===== config.mk =====
export PLATFORM = sky130hd
export DESIGN_NAME = c_minus_tokenizer_core
export DESIGN_NICKNAME = d
export VERILOG_FILES = /design/src/rtl/ctok_pkg.sv /design/src/rtl/c_minus_tokenizer_core.sv /design/src/rtl/ctok_fifo.sv /design/src/rtl/ctok_front.sv /design/src/rtl/ctok_lexer.sv
export SDC_FILE = /design/constraint.sdc
export NUM_CORES = 1
export LEC_CHECK = 0
export ABC_AREA = 1
export BUFFER_PORTS_ARGS = -buffer_cell sky130_fd_sc_hd__clkbuf_2
export CORE_MARGIN = 3
export CORE_UTILIZATION = 54
export CTS_BUF_LIST = sky130_fd_sc_hd__clkbuf_16
export DETAILED_ROUTE_END_ITERATION = 12
export PLACE_DENSITY = 0.83
export SYNTH_ARGS = -nofsm -noshare
export SYNTH_HDL_FRONTEND = slang
export SYNTH_SLANG_ARGS = --single-unit

===== constraint.sdc =====
create_clock -name i_clk -period 9.2 [get_ports i_clk]
set_input_delay 1.38 -clock i_clk [delete_from_list [all_inputs] [get_ports i_clk]]
set_output_delay 1.38 -clock i_clk [all_outputs]
set_load 0.05 [all_outputs]

===== src/rtl/ctok_pkg.sv =====
`timescale 1ns / 1ps
// ----------------------------------------------------------------------------
// ctok_pkg
// Shared types and constants of the C-minus tokenizer: token kinds, byte
// classes, lexer stages, keyword spellings and queue entry layouts.
// ----------------------------------------------------------------------------
package ctok_pkg;

    // Fixed widths of the result fields
    localparam int KIND_W = 5;
    localparam int LINE_W = 16;
    localparam int OFS_W  = 20;
    localparam int LEN_W  = 16;

    // Default sizes of the adjustable storage
    localparam int KEYWORD_CHARS_DEF = 6;
    localparam int OFFSET_BITS_DEF   = 20;
    localparam int LINE_BITS_DEF     = 16;

    // Entries in each of the two queues
    localparam int QUEUE_DEPTH = 2;

    // Token length saturates here
    localparam logic [LEN_W-1:0] LEN_MAX = '1;

    typedef logic [KIND_W-1:0] t_kind;

    // Token kinds
    localparam t_kind K_END    = 5'd0;
    localparam t_kind K_ID     = 5'd1;
    localparam t_kind K_NUM    = 5'd2;
    localparam t_kind K_VOID   = 5'd3;
    localparam t_kind K_INT    = 5'd4;
    localparam t_kind K_IF     = 5'd5;
    localparam t_kind K_ELSE   = 5'd6;
    localparam t_kind K_WHILE  = 5'd7;
    localparam t_kind K_RETURN = 5'd8;
    localparam t_kind K_PLUS   = 5'd9;
    localparam t_kind K_MINUS  = 5'd10;
    localparam t_kind K_MUL    = 5'd11;
    localparam t_kind K_DIV    = 5'd12;
    localparam t_kind K_LT     = 5'd13;
    localparam t_kind K_LE     = 5'd14;
    localparam t_kind K_GT     = 5'd15;
    localparam t_kind K_GE     = 5'd16;
    localparam t_kind K_ASSIGN = 5'd17;
    localparam t_kind K_EQ     = 5'd18;
    localparam t_kind K_NE     = 5'd19;
    localparam t_kind K_SEMI   = 5'd20;
    localparam t_kind K_COMMA  = 5'd21;
    localparam t_kind K_LPAREN = 5'd22;
    localparam t_kind K_RPAREN = 5'd23;
    localparam t_kind K_LBRACK = 5'd24;
    localparam t_kind K_RBRACK = 5'd25;
    localparam t_kind K_LBRACE = 5'd26;
    localparam t_kind K_RBRACE = 5'd27;
    localparam t_kind K_ERROR  = 5'd28;

    // Keyword spellings, first character in the top byte
    localparam logic [31:0] KW_VOID   = "void";
    localparam logic [23:0] KW_INT    = "int";
    localparam logic [15:0] KW_IF     = "if";
    localparam logic [31:0] KW_ELSE   = "else";
    localparam logic [39:0] KW_WHILE  = "while";
    localparam logic [47:0] KW_RETURN = "return";

    // Character values with a role of their own
    localparam logic [7:0] CH_NEWLINE = 8'h0A;
    localparam logic [7:0] CH_NUL     = 8'h00;

    // Byte classes as seen by the lexer
    typedef enum logic [3:0] {
        CC_ALPHA,
        CC_DIGIT,
        CC_SPACE,
        CC_NEWLINE,
        CC_ZERO,
        CC_SINGLE,
        CC_SLASH,
        CC_STAR,
        CC_LESS,
        CC_GREATER,
        CC_EQUAL,
        CC_BANG,
        CC_INVALID
    } t_char_cls;

    // Lexer stages
    typedef enum logic [3:0] {
        ST_START,
        ST_ID,
        ST_NUM,
        ST_DIV,
        ST_COMMENT,
        ST_COMMENT_STAR,
        ST_LESS,
        ST_GREATER,
        ST_ASSIGN,
        ST_NOT
    } t_lex_stage;

    // One classified source byte
    typedef struct packed {
        logic [7:0] ch;
        t_char_cls  cls;
        t_kind      single_kind;
    } t_byte_info;

    // One finished token
    typedef struct packed {
        t_kind             kind;
        logic [LINE_W-1:0] line;
        logic [OFS_W-1:0]  start;
        logic [LEN_W-1:0]  len;
        logic              last;
    } t_token;

endpackage


===== src/rtl/c_minus_tokenizer_core.sv =====
`timescale 1ns / 1ps
// An accepted byte is registered in the byte queue; the lexer writes its token into the
// result queue, which drives the result ports. Throughput: one byte per cycle while the
// result queue has room, set by the lexer step in the back end. A byte that closes a token
// and is itself a one-character token, end or error is held and looked at again; each look
// writes one token to the result queue. Reset: synchronous, active low; both queues empty,
// lexer at start stage, line one, offsets zero. No clearing pass; the block is ready in the cycle after reset.
// ----------------------------------------------------------------------------
// c_minus_tokenizer_core
// C-minus tokenizer: byte classifier and queue in front, lexer state machine
// behind it, token queue at the output.
// ----------------------------------------------------------------------------
module c_minus_tokenizer_core #(
    parameter int KEYWORD_CHARS = ctok_pkg::KEYWORD_CHARS_DEF,
    parameter int OFFSET_BITS   = ctok_pkg::OFFSET_BITS_DEF,
    parameter int LINE_BITS     = ctok_pkg::LINE_BITS_DEF
) (
    input  logic                        i_clk,
    input  logic                        i_rst_n,
    input  logic                        push,
    output logic                        full,
    input  logic [7:0]                  i_source_byte,
    output logic                        empty,
    input  logic                        pop,
    output logic [ctok_pkg::KIND_W-1:0] o_token_kind,
    output logic [ctok_pkg::LINE_W-1:0] o_line_number,
    output logic [ctok_pkg::OFS_W-1:0]  o_start_offset,
    output logic [ctok_pkg::LEN_W-1:0]  o_token_length,
    output logic                        o_run_last
);

    import ctok_pkg::*;

    localparam int TOK_W = $bits(t_token);

    logic             w_head_valid;
    t_byte_info       w_head;
    logic             w_head_pop;
    logic             w_tok_full;
    logic             w_tok_push;
    t_token           w_tok;
    logic [TOK_W-1:0] w_out_bits;
    t_token           w_out;

    // Classify and queue incoming bytes
    ctok_front u_front (
        .i_clk         (i_clk),
        .i_rst_n       (i_rst_n),
        .i_push        (push),
        .o_full        (full),
        .i_source_byte (i_source_byte),
        .o_head_valid  (w_head_valid),
        .o_head        (w_head),
        .i_head_pop    (w_head_pop)
    );

    // Run the lexer
    ctok_lexer #(
        .KEYWORD_CHARS (KEYWORD_CHARS),
        .OFFSET_BITS   (OFFSET_BITS),
        .LINE_BITS     (LINE_BITS)
    ) u_lexer (
        .i_clk        (i_clk),
        .i_rst_n      (i_rst_n),
        .i_head_valid (w_head_valid),
        .i_head       (w_head),
        .o_head_pop   (w_head_pop),
        .i_tok_full   (w_tok_full),
        .o_tok_push   (w_tok_push),
        .o_tok        (w_tok)
    );

    // Hold finished tokens until the consumer takes them
    ctok_fifo #(
        .DATA_W (TOK_W),
        .DEPTH  (QUEUE_DEPTH)
    ) u_tok_queue (
        .i_clk   (i_clk),
        .i_rst_n (i_rst_n),
        .i_wr    (w_tok_push),
        .i_wdata (w_tok),
        .o_full  (w_tok_full),
        .i_rd    (pop),
        .o_rdata (w_out_bits),
        .o_empty (empty)
    );

    assign w_out          = t_token'(w_out_bits);
    assign o_token_kind   = w_out.kind;
    assign o_line_number  = w_out.line;
    assign o_start_offset = w_out.start;
    assign o_token_length = w_out.len;
    assign o_run_last     = w_out.last;

endmodule


===== src/rtl/ctok_fifo.sv =====
`timescale 1ns / 1ps
// ----------------------------------------------------------------------------
// ctok_fifo
// Small first-in first-out queue with registered storage; used on both the
// byte side and the token side of the tokenizer.
// ----------------------------------------------------------------------------
module ctok_fifo #(
    parameter int DATA_W = 8,
    parameter int DEPTH  = 2
) (
    input  logic              i_clk,
    input  logic              i_rst_n,
    input  logic              i_wr,
    input  logic [DATA_W-1:0] i_wdata,
    output logic              o_full,
    input  logic              i_rd,
    output logic [DATA_W-1:0] o_rdata,
    output logic              o_empty
);

    localparam int PTR_W = (DEPTH > 1) ? $clog2(DEPTH) : 1;
    localparam int CNT_W = $clog2(DEPTH + 1);

    logic [DATA_W-1:0] r_mem [DEPTH];
    logic [PTR_W-1:0]  r_wptr, n_wptr;
    logic [PTR_W-1:0]  r_rptr, n_rptr;
    logic [CNT_W-1:0]  r_cnt, n_cnt;
    logic              w_wr;
    logic              w_rd;

    assign o_full  = (r_cnt == CNT_W'(DEPTH));
    assign o_empty = (r_cnt == '0);
    assign o_rdata = r_mem[r_rptr];

    assign w_wr = i_wr && !o_full;
    assign w_rd = i_rd && !o_empty;

    // Advance pointers and occupancy
    always_comb begin
        n_wptr = r_wptr;
        n_rptr = r_rptr;
        n_cnt  = r_cnt;
        if (w_wr) begin
            n_wptr = (r_wptr == PTR_W'(DEPTH - 1)) ? '0 : r_wptr + 1'b1;
        end
        if (w_rd) begin
            n_rptr = (r_rptr == PTR_W'(DEPTH - 1)) ? '0 : r_rptr + 1'b1;
        end
        if (w_wr && !w_rd) begin
            n_cnt = r_cnt + 1'b1;
        end else if (w_rd && !w_wr) begin
            n_cnt = r_cnt - 1'b1;
        end
    end

    always_ff @(posedge i_clk) begin
        if (!i_rst_n) begin
            r_wptr <= '0;
            r_rptr <= '0;
            r_cnt  <= '0;
        end else begin
            r_wptr <= n_wptr;
            r_rptr <= n_rptr;
            r_cnt  <= n_cnt;
        end
    end

    // Store the incoming entry
    always_ff @(posedge i_clk) begin
        if (w_wr) begin
            r_mem[r_wptr] <= i_wdata;
        end
    end

endmodule


===== src/rtl/ctok_front.sv =====
`timescale 1ns / 1ps
// ----------------------------------------------------------------------------
// ctok_front
// Front end: classifies each accepted source byte and queues it, together
// with its class, for the lexer.
// ----------------------------------------------------------------------------
module ctok_front (
    input  logic                  i_clk,
    input  logic                  i_rst_n,
    input  logic                  i_push,
    output logic                  o_full,
    input  logic [7:0]            i_source_byte,
    output logic                  o_head_valid,
    output ctok_pkg::t_byte_info  o_head,
    input  logic                  i_head_pop
);

    import ctok_pkg::*;

    localparam int INFO_W = $bits(t_byte_info);

    t_byte_info        w_info;
    logic [INFO_W-1:0] w_head_bits;
    logic              w_empty;

    // Classify the incoming byte
    always_comb begin
        w_info.ch          = i_source_byte;
        w_info.cls         = CC_INVALID;
        w_info.single_kind = K_ERROR;
        if ((i_source_byte >= "a" && i_source_byte <= "z") ||
            (i_source_byte >= "A" && i_source_byte <= "Z")) begin
            w_info.cls = CC_ALPHA;
        end else if (i_source_byte >= "0" && i_source_byte <= "9") begin
            w_info.cls = CC_DIGIT;
        end else if (i_source_byte == CH_NEWLINE) begin
            w_info.cls = CC_NEWLINE;
        end else if (i_source_byte == " " ||
                     (i_source_byte >= 8'h09 && i_source_byte <= 8'h0D)) begin
            w_info.cls = CC_SPACE;
        end else begin
            case (i_source_byte)
                CH_NUL: w_info.cls = CC_ZERO;
                "/":    w_info.cls = CC_SLASH;
                "*":    w_info.cls = CC_STAR;
                "<":    w_info.cls = CC_LESS;
                ">":    w_info.cls = CC_GREATER;
                "=":    w_info.cls = CC_EQUAL;
                "!":    w_info.cls = CC_BANG;
                "+": begin
                    w_info.cls         = CC_SINGLE;
                    w_info.single_kind = K_PLUS;
                end
                "-": begin
                    w_info.cls         = CC_SINGLE;
                    w_info.single_kind = K_MINUS;
                end
                ";": begin
                    w_info.cls         = CC_SINGLE;
                    w_info.single_kind = K_SEMI;
                end
                ",": begin
                    w_info.cls         = CC_SINGLE;
                    w_info.single_kind = K_COMMA;
                end
                "(": begin
                    w_info.cls         = CC_SINGLE;
                    w_info.single_kind = K_LPAREN;
                end
                ")": begin
                    w_info.cls         = CC_SINGLE;
                    w_info.single_kind = K_RPAREN;
                end
                "[": begin
                    w_info.cls         = CC_SINGLE;
                    w_info.single_kind = K_LBRACK;
                end
                "]": begin
                    w_info.cls         = CC_SINGLE;
                    w_info.single_kind = K_RBRACK;
                end
                "{": begin
                    w_info.cls         = CC_SINGLE;
                    w_info.single_kind = K_LBRACE;
                end
                "}": begin
                    w_info.cls         = CC_SINGLE;
                    w_info.single_kind = K_RBRACE;
                end
                default: w_info.cls = CC_INVALID;
            endcase
        end
    end

    // Hold classified bytes until the lexer takes them
    ctok_fifo #(
        .DATA_W (INFO_W),
        .DEPTH  (QUEUE_DEPTH)
    ) u_byte_queue (
        .i_clk   (i_clk),
        .i_rst_n (i_rst_n),
        .i_wr    (i_push),
        .i_wdata (w_info),
        .o_full  (o_full),
        .i_rd    (i_head_pop),
        .o_rdata (w_head_bits),
        .o_empty (w_empty)
    );

    assign o_head_valid = !w_empty;
    assign o_head       = t_byte_info'(w_head_bits);

endmodule


===== src/rtl/ctok_lexer.sv =====
`timescale 1ns / 1ps
// ----------------------------------------------------------------------------
// ctok_lexer
// Back end: the lexer state machine. Takes one classified byte per cycle
// while the result queue has room, keeps line, position and token
// bookkeeping, and writes finished tokens to the result queue. A byte that
// ends a token and starts an emitting one is held and looked at again.
// ----------------------------------------------------------------------------
module ctok_lexer #(
    parameter int KEYWORD_CHARS = ctok_pkg::KEYWORD_CHARS_DEF,
    parameter int OFFSET_BITS   = ctok_pkg::OFFSET_BITS_DEF,
    parameter int LINE_BITS     = ctok_pkg::LINE_BITS_DEF
) (
    input  logic                 i_clk,
    input  logic                 i_rst_n,
    input  logic                 i_head_valid,
    input  ctok_pkg::t_byte_info i_head,
    output logic                 o_head_pop,
    input  logic                 i_tok_full,
    output logic                 o_tok_push,
    output ctok_pkg::t_token     o_tok
);

    import ctok_pkg::*;

    localparam int KW_IDX_W = $clog2(KEYWORD_CHARS);

    // State
    t_lex_stage             r_stage, n_stage;
    logic                   r_halted, n_halted;
    logic [LINE_BITS-1:0]   r_line, n_line;
    logic [OFFSET_BITS-1:0] r_pos, n_pos;
    logic [OFFSET_BITS-1:0] r_tok_start, n_tok_start;
    logic [LEN_W-1:0]       r_count, n_count;
    logic [7:0]             r_kw_buf [KEYWORD_CHARS];

    // Keyword buffer write
    logic                   w_buf_we;
    logic [KW_IDX_W-1:0]    w_buf_idx;

    // Start-stage decode of the head byte
    logic                   w_st_emits;
    t_kind                  w_st_kind;
    logic [LEN_W-1:0]       w_st_len;
    logic                   w_st_halt;
    t_lex_stage             w_st_stage;
    logic                   w_st_begin;

    // Per-cycle control
    logic                   w_active;
    logic                   w_consume;
    logic                   w_do_start;
    logic                   w_add;
    logic                   w_line_inc;
    t_kind                  w_id_kind;
    t_kind                  w_kind;
    logic [OFFSET_BITS-1:0] w_start;
    logic [LEN_W-1:0]       w_len;
    logic                   w_last;

    // Classify the identifier held in the keyword buffer
    always_comb begin
        w_id_kind = K_ID;
        if (r_count == LEN_W'(4) &&
            {r_kw_buf[0], r_kw_buf[1], r_kw_buf[2], r_kw_buf[3]} == KW_VOID) begin
            w_id_kind = K_VOID;
        end else if (r_count == LEN_W'(3) &&
                     {r_kw_buf[0], r_kw_buf[1], r_kw_buf[2]} == KW_INT) begin
            w_id_kind = K_INT;
        end else if (r_count == LEN_W'(2) &&
                     {r_kw_buf[0], r_kw_buf[1]} == KW_IF) begin
            w_id_kind = K_IF;
        end else if (r_count == LEN_W'(4) &&
                     {r_kw_buf[0], r_kw_buf[1], r_kw_buf[2], r_kw_buf[3]} == KW_ELSE) begin
            w_id_kind = K_ELSE;
        end else if (r_count == LEN_W'(5) &&
                     {r_kw_buf[0], r_kw_buf[1], r_kw_buf[2], r_kw_buf[3],
                      r_kw_buf[4]} == KW_WHILE) begin
            w_id_kind = K_WHILE;
        end else if (r_count == LEN_W'(6) &&
                     {r_kw_buf[0], r_kw_buf[1], r_kw_buf[2], r_kw_buf[3],
                      r_kw_buf[4], r_kw_buf[5]} == KW_RETURN) begin
            w_id_kind = K_RETURN;
        end
    end

    // Decode what the start stage would do with the head byte
    always_comb begin
        w_st_emits = 1'b0;
        w_st_kind  = K_ERROR;
        w_st_len   = '0;
        w_st_halt  = 1'b0;
        w_st_stage = ST_START;
        w_st_begin = 1'b0;
        case (i_head.cls)
            CC_ALPHA: begin
                w_st_stage = ST_ID;
                w_st_begin = 1'b1;
            end
            CC_DIGIT: begin
                w_st_stage = ST_NUM;
                w_st_begin = 1'b1;
            end
            CC_SLASH:   w_st_stage = ST_DIV;
            CC_LESS: begin
                w_st_stage = ST_LESS;
                w_st_begin = 1'b1;
            end
            CC_GREATER: begin
                w_st_stage = ST_GREATER;
                w_st_begin = 1'b1;
            end
            CC_EQUAL: begin
                w_st_stage = ST_ASSIGN;
                w_st_begin = 1'b1;
            end
            CC_BANG: begin
                w_st_stage = ST_NOT;
                w_st_begin = 1'b1;
            end
            CC_SINGLE: begin
                w_st_emits = 1'b1;
                w_st_kind  = i_head.single_kind;
                w_st_len   = LEN_W'(1);
            end
            CC_STAR: begin
                w_st_emits = 1'b1;
                w_st_kind  = K_MUL;
                w_st_len   = LEN_W'(1);
            end
            CC_ZERO: begin
                w_st_emits = 1'b1;
                w_st_kind  = K_END;
                w_st_halt  = 1'b1;
            end
            CC_SPACE, CC_NEWLINE: w_st_stage = ST_START;
            default: begin
                w_st_emits = 1'b1;
                w_st_kind  = K_ERROR;
                w_st_halt  = 1'b1;
            end
        endcase
    end

    // Next state and token output
    always_comb begin
        n_stage     = r_stage;
        n_halted    = r_halted;
        n_line      = r_line;
        n_pos       = r_pos;
        n_tok_start = r_tok_start;
        n_count     = r_count;
        w_buf_we    = 1'b0;
        w_buf_idx   = '0;
        w_active    = i_head_valid && !r_halted && !i_tok_full;
        w_consume   = 1'b1;
        w_do_start  = 1'b0;
        w_add       = 1'b0;
        w_line_inc  = 1'b0;
        o_tok_push  = 1'b0;
        w_kind      = K_END;
        w_start     = r_pos;
        w_len       = '0;
        w_last      = 1'b1;

        if (w_active) begin
            case (r_stage)
                ST_ID: begin
                    if (i_head.cls == CC_ALPHA) begin
                        w_add = 1'b1;
                    end else begin
                        o_tok_push = 1'b1;
                        w_kind     = w_id_kind;
                        w_start    = r_tok_start;
                        w_len      = r_count;
                        w_consume  = 1'b0;
                    end
                end
                ST_NUM: begin
                    if (i_head.cls == CC_DIGIT) begin
                        w_add = 1'b1;
                    end else begin
                        o_tok_push = 1'b1;
                        w_kind     = K_NUM;
                        w_start    = r_tok_start;
                        w_len      = r_count;
                        w_consume  = 1'b0;
                    end
                end
                ST_DIV: begin
                    if (i_head.cls == CC_STAR) begin
                        n_stage = ST_COMMENT;
                    end else begin
                        o_tok_push = 1'b1;
                        w_kind     = K_DIV;
                        w_start    = r_tok_start;
                        w_len      = LEN_W'(1);
                        w_consume  = 1'b0;
                    end
                end
                ST_COMMENT, ST_COMMENT_STAR: begin
                    // End of text closes the stream even inside a comment
                    if (i_head.cls == CC_ZERO) begin
                        o_tok_push = 1'b1;
                        w_kind     = K_END;
                        n_halted   = 1'b1;
                    end else if (r_stage == ST_COMMENT_STAR && i_head.cls == CC_SLASH) begin
                        n_stage = ST_START;
                    end else if (i_head.cls == CC_STAR) begin
                        n_stage = ST_COMMENT_STAR;
                    end else begin
                        n_stage    = ST_COMMENT;
                        w_line_inc = (i_head.cls == CC_NEWLINE);
                    end
                end
                ST_LESS, ST_GREATER, ST_ASSIGN: begin
                    n_stage    = ST_START;
                    o_tok_push = 1'b1;
                    w_start    = r_tok_start;
                    if (i_head.cls == CC_EQUAL) begin
                        w_len  = LEN_W'(2);
                        w_kind = (r_stage == ST_LESS)    ? K_LE :
                                 (r_stage == ST_GREATER) ? K_GE : K_EQ;
                    end else begin
                        w_len     = LEN_W'(1);
                        w_kind    = (r_stage == ST_LESS)    ? K_LT :
                                    (r_stage == ST_GREATER) ? K_GT : K_ASSIGN;
                        w_consume = 1'b0;
                    end
                end
                ST_NOT: begin
                    n_stage    = ST_START;
                    o_tok_push = 1'b1;
                    if (i_head.cls == CC_EQUAL) begin
                        w_kind  = K_NE;
                        w_start = r_tok_start;
                        w_len   = LEN_W'(2);
                    end else begin
                        // Lone bang: error at the following byte
                        w_kind   = K_ERROR;
                        n_halted = 1'b1;
                    end
                end
                default: w_do_start = 1'b1;
            endcase

            // Re-examine a byte that closed the pending token
            if (!w_consume) begin
                if (w_st_emits) begin
                    w_last  = 1'b0;
                    n_stage = ST_START;
                end else begin
                    w_do_start = 1'b1;
                    w_consume  = 1'b1;
                end
            end

            // Apply the start stage
            if (w_do_start) begin
                n_stage = w_st_stage;
                if (w_st_emits) begin
                    o_tok_push = 1'b1;
                    w_kind     = w_st_kind;
                    w_start    = r_pos;
                    w_len      = w_st_len;
                    n_halted   = w_st_halt;
                end
                if (w_st_begin || i_head.cls == CC_SLASH) begin
                    n_tok_start = r_pos;
                end
                if (w_st_begin) begin
                    n_count  = LEN_W'(1);
                    w_buf_we = 1'b1;
                end
                w_line_inc = (i_head.cls == CC_NEWLINE);
            end

            // Extend the current identifier or number
            if (w_add) begin
                if (r_count < LEN_W'(KEYWORD_CHARS)) begin
                    w_buf_we  = 1'b1;
                    w_buf_idx = r_count[KW_IDX_W-1:0];
                end
                if (r_count != LEN_MAX) begin
                    n_count = r_count + 1'b1;
                end
            end

            // Count lines, saturating
            if (w_line_inc && r_line != '1) begin
                n_line = r_line + 1'b1;
            end

            if (w_consume) begin
                n_pos = r_pos + 1'b1;
            end
        end
    end

    // Drop bytes after a halt; otherwise pop each consumed byte
    assign o_head_pop = i_head_valid && (r_halted || (w_active && w_consume));

    assign o_tok.kind  = w_kind;
    assign o_tok.line  = LINE_W'(r_line);
    assign o_tok.start = OFS_W'(w_start);
    assign o_tok.len   = w_len;
    assign o_tok.last  = w_last;

    always_ff @(posedge i_clk) begin
        if (!i_rst_n) begin
            r_stage     <= ST_START;
            r_halted    <= 1'b0;
            r_line      <= LINE_BITS'(1);
            r_pos       <= '0;
            r_tok_start <= '0;
            r_count     <= '0;
        end else begin
            r_stage     <= n_stage;
            r_halted    <= n_halted;
            r_line      <= n_line;
            r_pos       <= n_pos;
            r_tok_start <= n_tok_start;
            r_count     <= n_count;
        end
    end

    // Keep the first characters of the current token
    always_ff @(posedge i_clk) begin
        if (w_buf_we) begin
            r_kw_buf[w_buf_idx] <= i_head.ch;
        end
    end

endmodule


# After elaboration in Yosys (flattened, before gate mapping)
# Memories as Yosys holds them, arrays and structs flattened. A register that Yosys moved wholly into a read port is not among the register bits.
# Index checks and enable logic that the tools add are counted.
[totals]
ff_bits = 85
ramBits = 198
in_bits = 12
output_inout_bits = 60
elab_cells = 268
mem_count = 3
[classes]
add_sub_neg = 11
order_cmp = 9
n_eq_ne = 53
n_mux = 125
n_reduce_logical = 55
[memory_table]
columns = ["name", "depth", "word_bits", "read_ports", "rd_ports_with_merged_regs", "wr", "line_no", "source"]
rows = [
  ["u_tok_queue.r_mem", 2, 58, 1, 1, 1, "ctok_fifo.sv:24", "logic [DATA_W-1:0] r_mem [DEPTH];"],
  ["u_lexer.r_kw_buf", 6, 8, 6, 0, 1, "ctok_lexer.sv:35", "logic [7:0] r_kw_buf [KEYWORD_CHARS];"],
  ["u_front.u_byte_queue.r_mem", 2, 17, 1, 1, 1, "ctok_fifo.sv:24", ""],
]
[op_table]
columns = ["op", "count"]
rows = [
  ["16-bit 2-to-1 mux", 9],
  ["20-bit 2-to-1 mux", 7],
  ["8-bit by 6-bit == test with 1-bit output (second input constant)", 13],
  ["20-bit case mux with 5 select lines", 1],
  ["5-bit 2-to-1 mux", 17],
  ["16-bit case mux with 5 select lines", 1],
  ["32-bit by 31-bit == test with 1-bit output (second input constant)", 2],
  ["1-bit 2-to-1 mux", 56],
  ["4-bit 2-to-1 mux", 13],
  ["5-bit case mux with 10 select lines", 1],
  ["16-bit by 3-bit == test with 1-bit output (second input constant)", 3],
  ["48-bit by 47-bit == test with 1-bit output (second input constant)", 1],
  ["40-bit by 39-bit == test with 1-bit output (second input constant)", 1],
  ["16-bit by 1-bit adder with 16-bit output (second input constant)", 2],
  ["16-bit by 2-bit == test with 1-bit output (second input constant)", 2],
  ["4-bit by 3-bit == test with 1-bit output (second input constant)", 8],
  ["8-bit by 7-bit == test with 1-bit output (second input constant)", 4],
  ["16-bit inequality test (second input constant)", 2],
  ["4-bit case mux with 8 select lines", 1],
  ["4-bit case mux with 7 select lines", 1],
  ["5-bit case mux with 5 select lines", 1],
  ["24-bit by 23-bit == test with 1-bit output (second input constant)", 1],
  ["4-bit == test (second input constant)", 6],
  ["1-bit logical AND", 24],
  ["other kinds (38)", 76],
]

# Depth between registers and ports, before layout
# Gate-level depths: netlist of run 1.
[logic_depth]
ltp_word = 15
depth_mapped = 19
depth_no_buf = 17

# By module
# From an unflattened synthesis of run 1, not the netlist that was laid out.
[unflattened]
hier_cells = 1424
area_unflattened_um2 = 13784.5
[by_module_without_submodules]
columns = ["mod", "instances", "cells_each", "area_each_um2", "seq_area_each_um2"]
rows = [
  ["ctok_lexer", 1, 1025, 7299.5, 2982.9],
  ["ctok_fifo at u_tok_queue", 1, 218, 4501.8, 3583.4],
  ["ctok_fifo at u_front.u_byte_queue", 1, 91, 1526.5, 1121.1],
  ["ctok_front", 1, 90, 456.7, 0.0],
]

# Worst setup path after synthesis of run 1
# No wires, ideal clock.
[synth_path]
path_type = "flip-flop to flip-flop"
startpoint = "register u_lexer.r_stage[0]"
endpoint = "memory u_tok_queue.r_mem[0][0] (netlist bit), enable pin"
setup_ns = 0.474
arrival_ns = 3.768
required_ns = 8.726
setup_slack_ns = 4.958
path_stages_with_launch = 11
n_path_buf = 1
period_less_slack_ns = 4.242
path_cell_list = "dfxtp_1 buf_2 nor2_1 inv_1 o21ai_0 inv_1 nor2_1 inv_1 nand2_1 nand2_1 nor2_1"
[synth_via]
elab_chain_cells = 11
elab_cells_between_ends = 26
cone_classes = "9 x eq/ne; 12 x mux; 5 x reduce/logical"
[synth_lines]
columns = ["item", "line_no", "source"]
rows = [
  ["start: declaration", "ctok_lexer.sv:29", "t_lex_stage r_stage, n_stage;"],
  ["start signal: assignment", "ctok_lexer.sv:318", "r_stage <= n_stage;"],
  ["4-bit == test, or another cell as far along", "ctok_lexer.sv:167", "case (r_stage)"],
  ["3-bit OR reduction / 9-bit OR reduction (equally long branches)", "-", ""],
  ["1-bit case mux with 4 select lines / 1-bit 2-to-1 mux (equally long branches)", "ctok_lexer.sv:167", ""],
  ["1-bit 2-to-1 mux, on equally long branches", "ctok_lexer.sv:166, ctok_lexer.sv:249", ""],
  ["1-bit 2-to-1 mux", "ctok_lexer.sv:248", "if (!w_consume) begin"],
  ["1-bit 2-to-1 mux", "ctok_lexer.sv:166", "if (w_active) begin"],
  ["1-bit 2-to-1 mux *", "ctok_lexer.sv:259", "if (w_do_start) begin"],
  ["1-bit 2-to-1 mux *", "ctok_lexer.sv:166", ""],
  ["1-bit logical AND *", "ctok_fifo.sv:35", "assign w_wr = i_wr && !o_full;"],
  ["1-bit 2-to-1 mux *", "ctok_fifo.sv:70", "if (w_wr) begin"],
  ["1-bit 2-to-1 mux (implied by the code) *", "ctok_fifo.sv:71", "r_mem[r_wptr] <= i_wdata;"],
  ["end: declaration", "ctok_fifo.sv:24", ""],
]
# Mark *: on every way between the ends. The rest lies on a longest branch, timed or not. The select of a mux whose other input is x is not followed.

==> impl_results.md, run 1 <==
- DR pass1 iterations: 5
- Crit. End Element: primary output
- Peak VDD IR: 0.0002163 V
- Area fraction of the dominant cell type after synthesis: 44.05%
- DRT iter0 DRCs: 893
- CP arrival: 2.54 ns
- # resized after CTS: 0
- List of most frequent post-synthesis cells: nand2_1 (229), edfxtp_1 (198), inv_1 (176)
- Routed WL: 29,850 µm
- First-pass GRT wire length: 48,290 µm
- Clk buf depth: 3
- PortBufs: 71
- Initial Utilization: 55.18%
- Synth area leader: edfxtp_1
- Site Rows: 57
- Final setup TNS: 0 ns
- CTS tree: yes
- Post-synth EDFFs: 198
- Slew headroom: 46.32%
- GRT Residual Overflow: 0
- H-tree lvl count: 1
- Final Skew: 0.02560 ns
- Status: complete, no violations
- DIE AREA: 26,930 µm²
- Chip Height: 164.1 µm
- Ant diodes: 0
- Vias: 10,095
- IO Count: 72
- Hold WS: 0.4562 ns
- Worst Setup Start Kind: register
- Yosys cell types: 53
- Placed insts: 1,749
- Post-detailed-route count of antenna-violating nets: 0
- Post-Syn Instances: 1,393
- Total GRT Usage: 22.11%
- Initial antenna violation count: 0
- Syn nets: 1,413
- Layout Cells excl Fill: 1,800
- Fmax: 0.2551 GHz
- RSZ-0062 raised after global routing: false
- Max cap viols: 0
- Top-count cell post-synth: nand2_1
- Clk_lat worst skew: 0.54 ns
- Drt wl/cell: 16.58 µm
- Fin crit share: 42.61%
- Vias in the first global route: 9,519
- Num CTS Buffers: 28
- Share of layout cells above drive strength 1: 16.87%
- Syn-to-layout area delta: 11.81%
- Post-Syn Area per Cell: 9.690 µm²
- Data required, critical path: 7.82 ns
- Clock sinks: 285
- HPWL after detailed placement: 20,750 µm
- Max-slew violations: 0
- Async set-reset flop share out of synthesis: 0%
- Top cells by area, synth: edfxtp_1 (44%), dfxtp_1 (13%), nand2_1 (6.4%), inv_1 (4.9%), mux2_2 (4.8%)
- Die W: 164.1 µm
- FF+latch count, synth: 285
- Post-route DRC: 0
- Post-synthesis sequential area ratio: 56.95%
- Hold Vio Cnt, Final: 0
- Synthesized cell area: 13,500 µm²
- Core area: 24,460 µm²
- Post-synth top flop: edfxtp_1
- # setup viols final: 0
- Slew @ Worst Pin: 0.8033 ns
- Hold_buf cts: 0
- Clk slew on worst S/H paths: 0.06 ns
- Synth Warn #: 0
- Crit Path Category: register to primary output
- Vias per std cell: 5.608
- Power per Cell Area: 325.8 nW/µm²
- Lkg Pwr: 5.555 nW
- Largest net degree at the start of global routing: 50
- Period minus WS final: 3.920 ns
- Setup bufs post-CTS: 0
- CTS root buf: clkbuf_16
- Worst Hold Class: register to register
- GPL Wtd Cong: 0.9464
- Post-layout nets: 1,475
- Largest fanout on the critical path: 32
[metal layers]
metal | routed length [µm] | vias up | global-route usage (%)
li1 | - | 4917 | -
met1 | 13320 | 4797 | 31.06
met2 | 14140 | 335 | 36.38
met3 | 1876 | 46 | 3.127
met4 | 506 | 0 | 5.652
met5 | 0 | - | 0
[per-stage QoR]
step                      instance area, µm²  util (%)  setup slack [ns]  total power [mW]
final                                  15090     61.70             5.280             4.917
after global routing                   15090     61.70             5.070             5.171
after CTS                              15090     61.70             5.220             4.944
after detailed placement               14060     57.48             5.416             3.694
after global placement                 14060     57.48             5.585             3.647
after floorplan                        13500         -             4.958             3.281
[path summary, 6_finish.rpt]
kind              cells after the start  slack, ns               startpoint                 endpoint
hold / removal                        2       0.46  u_lexer.r_tok_start[17]  u_lexer.r_tok_start[17]
setup / recovery                      3       5.28                 register          o_token_kind[4]
setup reg to reg                     11       5.43                 register  u_tok_queue.r_mem[0][4]
hold reg to reg                       2       0.46  u_lexer.r_tok_start[17]  u_lexer.r_tok_start[17]
[registers in the layout, indices dropped and copies added, names as in the netlist, 2 cells and up, named ones only]
register and cells:
u_tok_queue.r_mem 116, u_lexer.r_kw_buf 48, u_front.u_byte_queue.r_mem 34, u_lexer.r_pos 20, u_lexer.r_tok_start 20, u_lexer.r_count 16, u_lexer.r_line 16, u_lexer.r_stage 4
u_front.u_byte_queue.r_cnt 2, u_tok_queue.r_cnt 2
[final cells by class]
| type | count | area [µm²] |
|---|---|---|
| Clock buffer | 29 | 725.7 |
| Timing Repair Buffer | 80 | 422.9 |
| Fill cell | 1946 | 9370 |
| Sequential cell | 285 | 7689 |
| Tap cell | 324 | 405.4 |
| Clock inverter | 22 | 305.3 |
| Multi-Input combinational cell | 877 | 4855 |
| Inverter | 183 | 689.4 |
[report_power, final]
group / internal, mW / total [mW] / switching (mW)
Clock: 0.771 / 1.24 / 0.473
Sequential: 1.70 / 1.83 / 0.131
Combinational: 0.441 / 1.84 / 1.40
Total: 2.92 / 4.92 / 2.00
[placed cells by master (no fill, tap or decap), types with 68 or more instances in the layout]
| cell type | synthesis | routed |
|---|---|---|
| nand2_1 | 229 | 229 |
| edfxtp_1 | 198 | 198 |
| inv_1 | 176 | 176 |
| nor2_1 | 116 | 115 |
| dfxtp_1 | 87 | 86 |
| a21oi_1 | 78 | 78 |
| clkbuf_2 | 0 | 71 |
| nand3_1 | 69 | 69 |
| o21ai_0 | 68 | 68 |
[worst max-delay path: stages (launching register included)]
cell and delay, ns:
dfxtp_2 0.77, buf_4 0.54, mux2_2 0.41, clkbuf_2 0.26
[cell families after synthesis]
| group | Yosys count | share of synthesized area [%] |
|---|---|---|
| adders and majority gates | 8 | 0.7416 |
| and+or+nand+nor | 564 | 18.97 |
| buffers and inverters | 231 | 7.138 |
| DFF | 285 | 56.95 |
| AOI/OAI and AO/OA | 214 | 9.214 |
| muxes | 59 | 4.913 |
| xor gates and xnor gates | 32 | 2.076 |
No activity file was read; power rests on OpenSTA's default activity.
==> inputs of run 2 (changes only) <==
==> constraint.sdc (replaced) <==
create_clock -name i_clk -period 3.7 [get_ports i_clk]
set_input_delay 0.555 -clock i_clk [delete_from_list [all_inputs] [get_ports i_clk]]
set_output_delay 0.555 -clock i_clk [all_outputs]
set_load 0.05 [all_outputs]
==> run 2 against run 1 <==
  * Wire length is 2.4% higher
  * Sequential power is 150% higher
  * Non-clock buffer count is 4 higher
  * Sequential cell count stayed put
  * Final area is 0.77% lower
  * Clock skew is 0.0067 ns lower
  * First-iteration DRC count is 7.6% higher
  * Worst setup slack worse by 4.6 ns
  * Via count is 0.97% higher
  * Sequential share of layout area is 0.40 points higher
  * Worst hold slack worse by 0.21 ns
  * Global-route usage is 0.43 points higher
==> impl_results.md, run 2 (synthesized netlist as in run 1, its figures left out) <==
- Biggest regs: u_tok_queue.r_mem: 116 flops, u_lexer.r_kw_buf: 48 flops, u_front.u_byte_queue.r_mem: 34 flops
- Final setup TNS: 0 ns
- Site Rows: 57
- Multi-input logic area: 4855 µm²
- Num CTS Buffers: 28
- Crit. End Element: register
- Largest net degree at the start of global routing: 53
- Power per Cell Area: 790.6 nW/µm²
- Hold Vio Cnt, Final: 0
- Hold WS: 0.2455 ns
- HPWL after detailed placement: 21,410 µm
- Slew @ Worst Pin: 0.7531 ns
- Cell mode on critical path: nand2_2
- Share of layout cells above drive strength 1: 16.54%
- CP max stage cell: nor2_1
- Vias in the first global route: 9,879
- Chip Height: 164.1 µm
- CTS root buf: clkbuf_16
- CP arrival: 3.21 ns
- Max reg flops: 116
- Syn-to-layout area delta: 10.95%
- Data required, critical path: 3.87 ns
- Ant diodes: 0
- Largest fanout on the critical path: 13
- Worst Hold Class: input pin to register
- Clk buf depth: 3
- Period minus WS final: 3.035 ns
- Max-slew violations: 0
- Total GRT Usage: 22.54%
- DRT iter0 DRCs: 961
- First-pass GRT wire length: 49,310 µm
- Core area: 24,460 µm²
- Largest Register: u_tok_queue.r_mem
- Routed WL: 30,580 µm
- Placed insts: 1,753
- Fin crit share: 82.03%
- DR pass1 iterations: 5
- Post-route DRC: 0
- IO Count: 72
- Clock sinks: 285
- Post-detailed-route count of antenna-violating nets: 0
- DIE AREA: 26,930 µm²
- Slowest cell delay on critical path: 0.55 ns
- Die W: 164.1 µm
- PortBufs: 71
- Clk_lat worst skew: 0.56 ns
- Drt wl/cell: 16.94 µm
- Peak VDD IR: 0.0006367 V
- Register Area: 7689 µm²
- GPL Wtd Cong: 0.9788
- Cell chain of the critical path: buf_4 > nand2_1 > nand2_2 > nor2_1 > nand2_2 > nor2_2 > nor2_2 > nand3_4 > nand2_4 > nand2_2 > nand2_1 > nand3_1 > nor2_1
- Worst Setup Start Kind: register
- Vias: 10,193
- GRT Residual Overflow: 0
- Most frequent cells in the layout: nand2_1 (229), edfxtp_1 (198), inv_1 (184)
- Hold_buf cts: 0
- # setup viols final: 0
- Vias per std cell: 5.647
- Commonest non-fill, non-tap cell in the layout: nand2_1
- H-tree lvl count: 1
- # resized after CTS: 0
- Fill count: 1,946
- Initial Utilization: 55.18%
- Layout Cells excl Fill: 1,805
- Post-layout nets: 1,479
- Lkg Pwr: 5.528 nW
- Status: complete, no violations
- Final Skew: 0.01892 ns
- Max cap viols: 0
- CTS tree: yes
- Setup bufs post-CTS: 0
- Fmax: 0.3295 GHz
- Slew headroom: 49.62%
- Initial antenna violation count: 0
- Crit Path Category: register to register
- Clk slew on worst S/H paths: 0.06 ns
- RSZ-0062 raised after global routing: false
==> run 2: area by class of cell <==
cell class,count,share of cell area (%)
flip-flops and latches,285,51.34
multi-input cells,877,32.42
clock buffers,29,4.846
repair buffers,84,3.192
inverters,183,4.604
clock inverters,23,0.8940
well taps,324,2.707
==> run 2: final timing paths <==
check | depth (start not counted) | endpoint | start | slack, ns
worst max-delay path | 13 | u_lexer.r_kw_buf[0][2] | register | 0.66
worst min-delay path | 1 | u_front.u_byte_queue.r_mem[1][16] | i_source_byte[7] | 0.25
worst max register to register | 13 | u_lexer.r_kw_buf[0][2] | register | 0.66
worst min register to register | 2 | u_lexer.r_tok_start[17] | u_lexer.r_tok_start[17] | 0.46
==> run 2: routing by layer <==
metal  global-route usage, %  vias to the layer above  wire length, µm  share of wire, %
li1                        -                     4910                -                 -
met1                   30.37                     4892            13290                43
met2                   37.82                      333            14820                48
met3                   3.077                       58             1717               5.6
met4                   7.382                        0              748               2.4
met5                       0                        -                0                 0
==> run 2: through the flow <==
step           instance area (µm²)  util, %  setup WS, ns  power (mW)
2_1_floorplan                13500        -        0.4265       8.147
3_3_place_gp                 14120    57.71        0.7579       9.121
3_5_place_dp                 14120    57.71        0.7204       9.245
4_1_cts                      14980    61.22        0.6886       11.86
5_1_grt                      14980    61.22        0.4224       12.45
6_report                     14980    61.22        0.6649       11.84
==> run 2: worst max-delay path: cells and delay by family (launching register included) <==
family                 cells  cell delay (ns)
buffers and inverters      1             0.24
and+or+nand+nor           12             1.91
DFF                        1             0.50
==> run 2: report_power, final <==
| part | switching [mW] | internal [mW] | leakage [nW] | total, mW |
|---|---|---|---|---|
| clock | 1.18 | 1.43 | 0.454 | 2.61 |
| combinational | 3.53 | 1.16 | 2.57 | 4.69 |
| sequential | 0.316 | 4.23 | 2.50 | 4.55 |
| total | 5.02 | 6.82 | 5.53 | 11.8 |
